### src/design/i2cm_pkg.sv
package i2cm_pkg;

  localparam int unsigned DATA_BITS = 8;

  localparam logic [2:0] CMD_NONE  = 3'd0;
  localparam logic [2:0] CMD_START = 3'd1;
  localparam logic [2:0] CMD_STOP  = 3'd2;
  localparam logic [2:0] CMD_WRITE = 3'd3;
  localparam logic [2:0] CMD_READ  = 3'd4;

  // register byte addresses
  localparam logic [2:0] REG_HALF_PERIOD = 3'd0;
  localparam logic [2:0] REG_ACK_POLL    = 3'd4;

  localparam logic [15:0] HALF_PERIOD_RST = 16'd100;
  localparam logic [7:0]  ACK_POLL_RST    = 8'd10;

  typedef enum logic [4:0] {
    PH_IDLE     = 5'd0,
    PH_ST_A     = 5'd1,
    PH_ST_B     = 5'd2,
    PH_SP_0     = 5'd3,
    PH_SP_A     = 5'd4,
    PH_SP_B     = 5'd5,
    PH_WB_LOW   = 5'd6,
    PH_WB_HIGH  = 5'd7,
    PH_ACK_LOW  = 5'd8,
    PH_ACK_POLL = 5'd9,
    PH_RB_LOW   = 5'd10,
    PH_RB_HIGH  = 5'd11,
    PH_AT_LOW   = 5'd12,
    PH_AT_HIGH  = 5'd13
  } phase_t;

  typedef struct packed {
    logic [2:0] command;
    logic [7:0] tx_byte;
    logic       send_nack;
    logic       sda_in;
  } i2cm_in_t;

  typedef struct packed {
    logic       scl_level;
    logic       sda_level;
    logic       sda_drive;
    logic       busy_res;
    logic       done_res;
    logic [7:0] rx_byte;
    logic       ack_missing;
  } i2cm_out_t;

endpackage

### src/design/i2c_master_byte_engine.sv
// I2C master byte engine, one bus tick per accepted beat.
// Input channel (in_valid/in_ready/in_data): each beat is one tick of the bus
// timer and carries an optional command (start, stop, write byte, read byte)
// plus the sampled SDA level. Commands that arrive while busy are dropped.
// Output channel (out_valid/out_ready/out_data): exactly one result beat per
// input beat, holding the SCL/SDA drive levels, busy, a done pulse, the last
// received byte and the missing-ack flag after that tick.
// The result of a tick is registered in the output register, or in the skid register while the output is held.
// Throughput: one tick per cycle while the receiver keeps up; the bus state
// and the result are computed in one pass from the state registers.
// Stall: a two-deep output (output register plus skid register) absorbs one
// extra tick; in_ready drops only while the skid register is full.
// Config (cfg_ APB port, always ready): 0x0 half_period_ticks (16 bit),
// 0x4 ack_poll_limit (8 bit). A zero in either acts as one. Write only while
// idle.
// Reset (rst_n, synchronous): bus released (SCL high, SDA undriven), phase
// idle, registers back to 100 and 10, output channel empty.
module i2c_master_byte_engine
  import i2cm_pkg::*;
(
  input  logic        clk,
  input  logic        rst_n,
  input  logic        in_valid,
  output logic        in_ready,
  input  i2cm_in_t    in_data,
  output logic        out_valid,
  input  logic        out_ready,
  output i2cm_out_t   out_data,
  input  logic        cfg_psel,
  input  logic        cfg_penable,
  input  logic        cfg_pwrite,
  input  logic [2:0]  cfg_paddr,
  input  logic [31:0] cfg_pwdata,
  output logic [31:0] cfg_prdata,
  output logic        cfg_pready
);

  logic [15:0] half_r;
  logic [7:0]  lim_r;

  phase_t      phase_r, phase_nxt;
  logic [15:0] tick_r, tick_nxt;
  logic [3:0]  bit_r, bit_nxt;
  logic [7:0]  shift_r, shift_nxt;
  logic [7:0]  poll_r, poll_nxt;
  logic        scl_r, scl_nxt;
  logic        sda_r, sda_nxt;
  logic        drv_r, drv_nxt;
  logic        nack_flag_r, nack_flag_nxt;
  logic [7:0]  rx_r, rx_nxt;
  logic        nack_latch_r, nack_latch_nxt;
  logic        done;

  i2cm_out_t   res;
  i2cm_out_t   out_r, skid_r;
  logic        out_valid_r, skid_valid_r;

  logic        in_fire, out_fire, cfg_wr;
  logic [15:0] h_eff, tick_inc;
  logic [7:0]  lim_eff, poll_inc, shift_rb;
  logic [3:0]  bit_inc;

  // ---------------- configuration ----------------
  assign cfg_pready = 1'b1;
  assign cfg_wr     = cfg_psel & cfg_penable & cfg_pwrite;

  always_ff @(posedge clk) begin
    if (!rst_n) begin
      half_r <= HALF_PERIOD_RST;
      lim_r  <= ACK_POLL_RST;
    end else if (cfg_wr) begin
      if (cfg_paddr[2] == REG_ACK_POLL[2]) lim_r <= cfg_pwdata[7:0];
      else half_r <= cfg_pwdata[15:0];
    end
  end

  always_comb begin
    if (cfg_paddr[2] == REG_HALF_PERIOD[2]) cfg_prdata = {16'd0, half_r};
    else cfg_prdata = {24'd0, lim_r};
  end

  // ---------------- tick logic ----------------
  assign h_eff    = (half_r == 16'd0) ? 16'd1 : half_r;
  assign lim_eff  = (lim_r == 8'd0) ? 8'd1 : lim_r;
  assign tick_inc = tick_r + 16'd1;
  assign bit_inc  = bit_r + 4'd1;
  assign poll_inc = poll_r + 8'd1;
  assign shift_rb = {shift_r[6:0], in_data.sda_in};

  always_comb begin
    phase_nxt      = phase_r;
    tick_nxt       = tick_r;
    bit_nxt        = bit_r;
    shift_nxt      = shift_r;
    poll_nxt       = poll_r;
    scl_nxt        = scl_r;
    sda_nxt        = sda_r;
    drv_nxt        = drv_r;
    nack_flag_nxt  = nack_flag_r;
    rx_nxt         = rx_r;
    nack_latch_nxt = nack_latch_r;
    done           = 1'b0;

    if (phase_r == PH_IDLE) begin
      case (in_data.command)
        CMD_START: begin
          {scl_nxt, sda_nxt, drv_nxt} = 3'b111;
          phase_nxt = PH_ST_A;
          tick_nxt  = 16'd0;
        end
        CMD_STOP: begin
          {scl_nxt, sda_nxt, drv_nxt} = 3'b001;
          phase_nxt = PH_SP_0;
          tick_nxt  = 16'd0;
        end
        CMD_WRITE: begin
          shift_nxt     = in_data.tx_byte;
          bit_nxt       = 4'd0;
          nack_flag_nxt = 1'b0;
          {scl_nxt, sda_nxt, drv_nxt} = {1'b0, in_data.tx_byte[7], 1'b1};
          phase_nxt = PH_WB_LOW;
          tick_nxt  = 16'd0;
        end
        CMD_READ: begin
          shift_nxt      = 8'd0;
          bit_nxt        = 4'd0;
          nack_latch_nxt = in_data.send_nack;
          {scl_nxt, sda_nxt, drv_nxt} = 3'b010;
          phase_nxt = PH_RB_LOW;
          tick_nxt  = 16'd0;
        end
        default: ;
      endcase
    end else begin
      tick_nxt = tick_inc;
      if (tick_inc >= h_eff) begin
        tick_nxt = 16'd0;
        case (phase_r)
          PH_ST_A: begin
            {scl_nxt, sda_nxt, drv_nxt} = 3'b101;
            phase_nxt = PH_ST_B;
          end
          PH_ST_B: begin
            {scl_nxt, sda_nxt, drv_nxt} = 3'b001;
            phase_nxt = PH_IDLE;
            done      = 1'b1;
          end
          PH_SP_0: begin
            {scl_nxt, sda_nxt, drv_nxt} = 3'b101;
            phase_nxt = PH_SP_A;
          end
          PH_SP_A: begin
            {scl_nxt, sda_nxt, drv_nxt} = 3'b111;
            phase_nxt = PH_SP_B;
          end
          PH_SP_B: begin
            {scl_nxt, sda_nxt, drv_nxt} = 3'b111;
            phase_nxt = PH_IDLE;
            done      = 1'b1;
          end
          PH_WB_LOW: begin
            scl_nxt   = 1'b1;
            phase_nxt = PH_WB_HIGH;
          end
          PH_WB_HIGH: begin
            bit_nxt   = bit_inc;
            shift_nxt = {shift_r[6:0], 1'b0};
            if (bit_inc >= 4'(DATA_BITS)) begin
              {scl_nxt, sda_nxt, drv_nxt} = 3'b010;
              phase_nxt = PH_ACK_LOW;
            end else begin
              {scl_nxt, sda_nxt, drv_nxt} = {1'b0, shift_r[6], 1'b1};
              phase_nxt = PH_WB_LOW;
            end
          end
          PH_ACK_LOW: begin
            scl_nxt   = 1'b1;
            poll_nxt  = 8'd0;
            phase_nxt = PH_ACK_POLL;
          end
          PH_ACK_POLL: begin
            if (!in_data.sda_in) begin
              {scl_nxt, sda_nxt, drv_nxt} = 3'b011;
              phase_nxt = PH_IDLE;
              done      = 1'b1;
            end else begin
              poll_nxt = poll_inc;
              // timed out: flag it and close the transfer with a stop
              if (poll_inc >= lim_eff) begin
                nack_flag_nxt = 1'b1;
                {scl_nxt, sda_nxt, drv_nxt} = 3'b001;
                phase_nxt = PH_SP_0;
              end
            end
          end
          PH_RB_LOW: begin
            scl_nxt   = 1'b1;
            phase_nxt = PH_RB_HIGH;
          end
          PH_RB_HIGH: begin
            shift_nxt = shift_rb;
            bit_nxt   = bit_inc;
            if (bit_inc >= 4'(DATA_BITS)) begin
              rx_nxt = shift_rb;
              {scl_nxt, sda_nxt, drv_nxt} = {1'b0, nack_latch_r, 1'b1};
              phase_nxt = PH_AT_LOW;
            end else begin
              scl_nxt   = 1'b0;
              phase_nxt = PH_RB_LOW;
            end
          end
          PH_AT_LOW: begin
            scl_nxt   = 1'b1;
            phase_nxt = PH_AT_HIGH;
          end
          PH_AT_HIGH: begin
            {scl_nxt, sda_nxt, drv_nxt} = 3'b011;
            phase_nxt = PH_IDLE;
            done      = 1'b1;
          end
          default: phase_nxt = PH_IDLE;
        endcase
      end
    end
  end

  always_comb begin
    res.scl_level   = scl_nxt;
    res.sda_level   = sda_nxt;
    res.sda_drive   = drv_nxt;
    res.busy_res    = (phase_nxt != PH_IDLE);
    res.done_res    = done;
    res.rx_byte     = rx_nxt;
    res.ack_missing = nack_flag_nxt;
  end

  always_ff @(posedge clk) begin
    if (!rst_n) begin
      phase_r      <= PH_IDLE;
      tick_r       <= 16'd0;
      bit_r        <= 4'd0;
      shift_r      <= 8'd0;
      poll_r       <= 8'd0;
      scl_r        <= 1'b1;
      sda_r        <= 1'b1;
      drv_r        <= 1'b0;
      nack_flag_r  <= 1'b0;
      rx_r         <= 8'd0;
      nack_latch_r <= 1'b0;
    end else if (in_fire) begin
      phase_r      <= phase_nxt;
      tick_r       <= tick_nxt;
      bit_r        <= bit_nxt;
      shift_r      <= shift_nxt;
      poll_r       <= poll_nxt;
      scl_r        <= scl_nxt;
      sda_r        <= sda_nxt;
      drv_r        <= drv_nxt;
      nack_flag_r  <= nack_flag_nxt;
      rx_r         <= rx_nxt;
      nack_latch_r <= nack_latch_nxt;
    end
  end

  // ---------------- result beats: output register plus skid ----------------
  assign in_ready  = ~skid_valid_r;
  assign in_fire   = in_valid & in_ready;
  assign out_valid = out_valid_r;
  assign out_data  = out_r;
  assign out_fire  = out_valid_r & out_ready;

  always_ff @(posedge clk) begin
    if (!rst_n) begin
      out_valid_r  <= 1'b0;
      skid_valid_r <= 1'b0;
    end else if (out_fire || !out_valid_r) begin
      out_valid_r  <= skid_valid_r | in_fire;
      skid_valid_r <= 1'b0;
    end else if (in_fire) begin
      skid_valid_r <= 1'b1;
    end
  end

  always_ff @(posedge clk) begin
    if (out_fire || !out_valid_r) begin
      out_r <= skid_valid_r ? skid_r : res;
    end else if (in_fire) begin
      skid_r <= res;
    end
  end

endmodule

### config.mk
export PLATFORM = sky130hd
export DESIGN_NAME = i2c_master_byte_engine
export DESIGN_NICKNAME = d
export VERILOG_FILES = /design/src/design/i2cm_pkg.sv /design/src/design/i2c_master_byte_engine.sv
export SDC_FILE = /design/constraint.sdc
export NUM_CORES = 1
export LEC_CHECK = 0
export BUFFER_PORTS_ARGS = -buffer_cell sky130_fd_sc_hd__clkbuf_2
export CORE_AREA = 2 2 141 143
export DETAILED_ROUTE_END_ITERATION = 16
export DIE_AREA = 0 0 143 145
export PLACE_DENSITY_LB_ADDON = 0.05
export SLEW_MARGIN = 0
export SYNTH_ARGS = -nofsm -noshare
export SYNTH_HDL_FRONTEND = slang
export SYNTH_SLANG_ARGS = --single-unit
### constraint.sdc
create_clock -name clk -period 3.7 [get_ports clk]
set_input_delay 0.74 -clock clk [delete_from_list [all_inputs] [get_ports clk]]
set_output_delay 0.74 -clock clk [all_outputs]
set_load 0.01 [all_outputs]
* Word level (Yosys, flattened, before mapping) *
Cells that the tools add are included.

storage, ports and cells
  bits in registers = 107
  input port bits = 55
  output and inout port bits = 49

cells by class
  add/sub/neg operators = 3
  order comparisons = 3
  equality and inequality tests = 21
  multiplexer cells = 61
  bitwise logic cells = 10
  reductions and logical operators = 31

operators by type and width
  cell                   number
  $mux 16                5
  $pmux 5 s10            1
  $mux 8                 6
  $eq 5x4->1 const B     6
  $pmux 7 s2             2
  $mux 1                 25
  $eq 5x3->1 const B     4
  $mux 4                 5
  $mux 5                 4
  $pmux 5 s4             1
  $add 16x1->16 const B  1
  $ge 16x16->1           1
  $logic_not 16->1       1
  $pmux 8 s2             1
  $reduce_or 3->1        5
  $mux 14                1
  $mux 7                 2
  $eq 5x2->1 const B     2
  $add 8x1->8 const B    1
  $ge 8x8->1             1
  $logic_not 8->1        1
  $reduce_and 2->1       4
  $reduce_and 4->1       2
  $reduce_or 2->1        4
  27 further kinds       43

* Depth between registers and ports, before layout *
  depth in word-level cells = 10
  depth in mapped cells = 17
  mapped depth without buffers = 14

* Worst setup path after synthesis *
OpenSTA, ideal clock, no wires.

  path type = flip-flop to flip-flop
  start = reg tick_r[2]
  end = reg out_r (netlist bit out_data[4]), data pin
  setup time = 260 ps
  data arrival time = 3,232 ps
  data required time = 3,440 ps
  path slack = 208 ps
  cell stages (with the launch flop) = 16
  buffers on the path = 1
  cells stage by stage = dfxtp_1 -> and3_1 -> and3_1 -> buf_2 -> nand4_2 -> nor2_2 -> nand3_1 -> xnor2_1 -> ha_1 -> nand2_1 -> a21oi_1 -> a221oi_2 -> a21boi_4 -> nor3_4 -> mux2_2 -> mux2_2

RTL lines
  what                    line                           RTL
  start, declared         i2c_master_byte_engine.sv:42   logic [15:0] tick_r, tick_nxt;
  start signal, assigned  i2c_master_byte_engine.sv:252  tick_r <= tick_nxt;
  end signal, assigned    i2c_master_byte_engine.sv:286  out_r <= skid_valid_r ? skid_r : res;
  end, declared           i2c_master_byte_engine.sv:55   i2cm_out_t out_r, skid_r;

==> flow_metrics.py <==
metrics = {
    "status": {
        "status": "finished clean",
    },
    "route": {
        "wl_per_cell_um": 16.0,
        "ant_nets": 0,
        "wl_mm": 16.8,
        "vias": 5327,
        "via_per_inst": 5.05,
        "drcViolationCount": 0,
        "drt_iter0_drc": 239,
        "drtPass1Iterations": 4,
    },
    "clock_network": {
        "clkTransAtPathRegs_ns": 0.08,
        "cts_tree": "built",
        "htree_levels": 3,
        "cts_made_buffers": 9,
        "cts_sinks": 107,
        "worstSkewPairLatency_ns": 0.36,
        "cts.path.max_buffers": 2,
        "hold_buffers": 0,
        "cts_root_buffer": "clkbuf_16",
    },
    "synth": {
        "synth_top_area_cell": "dfxtp_1",
        "async_flop_share_pct": 0,
        "synthesis.area_um2": 6210,
        "synthTopCellsByArea": "dfxtp_1 25%, edfxtp_1 14%, nand2_1 6.3%, ha_1 5.4%, a21oi_1 4.0%",
        "ys_ff_latch": 107,
        "synth_edf_count": 28,
        "syn_avg_cell_area_um2": 8.66,
        "synth-seq-area-share_pct": 39.0,
        "synth_cell_types": 74,
        "yosysWarnings": 0,
        "yosysTopAreaCellShare_pct": 25.5,
        "synthFlopType": "dfxtp_1",
        "syn_inst": 717,
    },
    "power_and_ir_drop": {
        "totalPowerFinal_mw": 2.64,
        "peakVddDrop_mv": 0.214,
        "power.density_nw_per_um2": 364,
        "p_leak_nw": 2.93,
    },
    "die": {
        "core_area_um2": 19200,
        "die-height_um": 145,
        "die_w_um": 143,
        "initial_core_util_pct": 32.3,
        "rows": 51,
        "pin_count": 104,
        "die_area_um2": 20700,
    },
    "cells_and_area": {
        "mostFrequentLayoutCells": "103 x nand2_1, 78 x dfxtp_1, 68 x clkbuf_2, 53 x nor2_1, 49 x a21oi_1",
        "layout-drive-gt1-share_pct": 21.1,
        "fin_nets": 867,
        "stdcell_area_um2": 7260,
        "layout_commonest_cell": "nand2_1",
        "syn_to_final_growth_pct": 16.9,
        "fill_cells": 2006,
        "num_antenna_cells": 0,
    },
    "placed_design": {
        "dp_slack_ns": 0.0388,
        "portBuffers": 68,
        "hpwlAfterDp_mm": 12.2,
        "gp_congestion": 0.855,
        "dpl_cell_area_um2": 6840,
    },
    "setup_path": {
        "cp_slowest_stage_delay_ns": 0.35,
        "cp_cell_sequence": "and3_1 > and3_4 > nand4_4 > buf_6 > xnor2_2 > ha_1 > a211oi_2 > o211ai_1 > a221oi_2 > a21boi_4 > nor3_4 > buf_12 > mux2_2 > mux2_2",
        "required_ns": 3.82,
        "crit_family": "compound AO/OA/AOI/OAI gates",
        "worstPathArrival_ns": 3.62,
        "cp_common_cell": "mux2_2",
        "critPathSlowestCell": "dfxtp_2",
        "cp-start-kind": "flop",
        "path_buf_inv": 2,
        "crit_type": "reg -> reg",
        "critPathCaptureType": "flop",
        "path_max_fanout": 8,
    },
    "grt": {
        "gr-total-overflow": 0,
        "antenna_found_initial": 0,
        "grt_max_degree": 42,
        "grt_pass1_vias": 5125,
        "grt_pass1_wl_mm": 26.6,
        "gr-usage-all-layers_pct": 16.1,
    },
    "timing": {
        "max_slew_margin_pct": 38.4,
        "layout_worst_path_cycle_share_pct": 94.6,
        "fin_skew_ns": 0.00960,
        "fmax_ghz": 0.286,
        "hold_slack_ns": 0.456,
        "drv_slew": 0,
        "finalWorstSetupSlack_ns": 0.199,
        "setup_viol": 0,
        "rsz0062_at_grt": "no",
        "tns_ns": 0,
        "hold_viol": 0,
        "tightest_slew_ns": 0.923,
        "layout_min_cycle_time_ns": 3.50,
    },
    "job": {
        "cap_violations": 0,
    },
    "hold_path": {
        "hold_class": "reg -> reg",
    },
}
per-layer routing:
metal	vias up	track usage [%]	wire (um)
met4	0	4.26	278
met1	2523	21.0	7720
met3	17	3.80	731
li1	2650	-	-
met5	-	0	0
met2	137	26.7	8100
worst paths after layout:
kind | startpoint | endpoint | slack, ns | cells past startpoint
worst min-delay path | rx_r[4] | rx_r[4] | 0.46 | 2
worst max register to register | tick_r[4] | out_data[6] | 0.20 | 14
worst max-delay path | tick_r[4] | out_data[6] | 0.20 | 14
worst min register to register | rx_r[4] | rx_r[4] | 0.46 | 2
through the flow:
| step | instances | util, % |
|---|---|---|
| after floorplan | 732 | - |
| after global placement | 1037 | 35.6 |
| after detailed placement | 1037 | 35.6 |
| after CTS | 1053 | 37.2 |
| after global routing | 1055 | 37.8 |
| final | 1055 | 37.8 |
kinds of logic after synthesis:
family / synth area share, %
AOI/OAI and AO/OA: 18.8
xor gates and xnor gates: 3.53
adders and majority gates: 5.44
buffers and inverters: 7.25
DFF: 39.0
muxes: 4.27
other: 0.121
and+or+nand+nor: 21.6
cell usage after synthesis, drive strengths merged, types with 2 or more instances:
cell type,instances
nor2,56
edfxtp,28
mux2i,4
nor2b,7
and2,2
nor3,11
and4,2
a22oi,7
clkbuf,22
ha,27
buf,33
o211ai,9
nand3,30
a21oi,51
a32o,2
a21boi,3
a21o,5
nand3b,5
mux2,20
a41o,2
conb,2
a311oi,6
inv,35
xnor2,18
a211oi,6
and3,12
a2111oi,3
a31oi,3
dfxtp,79
nand2,105
nand4,6
a221oi,2
o21a,8
nor4,9
xor2,7
o31ai,4
o21ai,38
a32oi,2
a211o,5
nor3b,7
or3,3
o22ai,7
nand2b,13
worst min-delay path, delay by kind of cell, from the launching register on:
family          cells  cell delay, ns
simple gates        1            0.05
compound gates      1            0.06
flops               1            0.31
power by group:
group / total (mW) / switching (mW) / internal, mW
registers: 1.26 / 0.0243 / 1.24
logic: 0.352 / 0.228 / 0.124
clock network: 1.02 / 0.487 / 0.537
total: 2.64 / 0.740 / 1.90
repair_timing:
| item | 4_1_cts | 5_1_grt |
|---|---|---|
| hold endpoints to repair | 0 | 0 |
| setup endpoints to repair | 0 | 40 |
| setup buffers | 0 | 1 |
| gates resized for setup | 0 | 19 |
flip-flops by register name, indices dropped and copies added, names as in the netlist, 4 cells and up:
register,cells
half_r,16
tick_r,16
out_data,14
poll_r,8
lim_r,8
skid_r,14
shift_r,7
rx_r,8
bit_r,4
phase_r,5
final cells by class:
cell class	count	area, um^2	area share [%]
repair buffers	97	586	8.07
multi-input cells	534	3480	47.9
well taps	265	332	4.57
clock buffers	9	225	3.10
clock inverters	7	80.1	1.10
flip-flops and latches	107	2420	33.4
inverters	36	135	1.86
No activity file was read; power rests on OpenSTA's default activity.
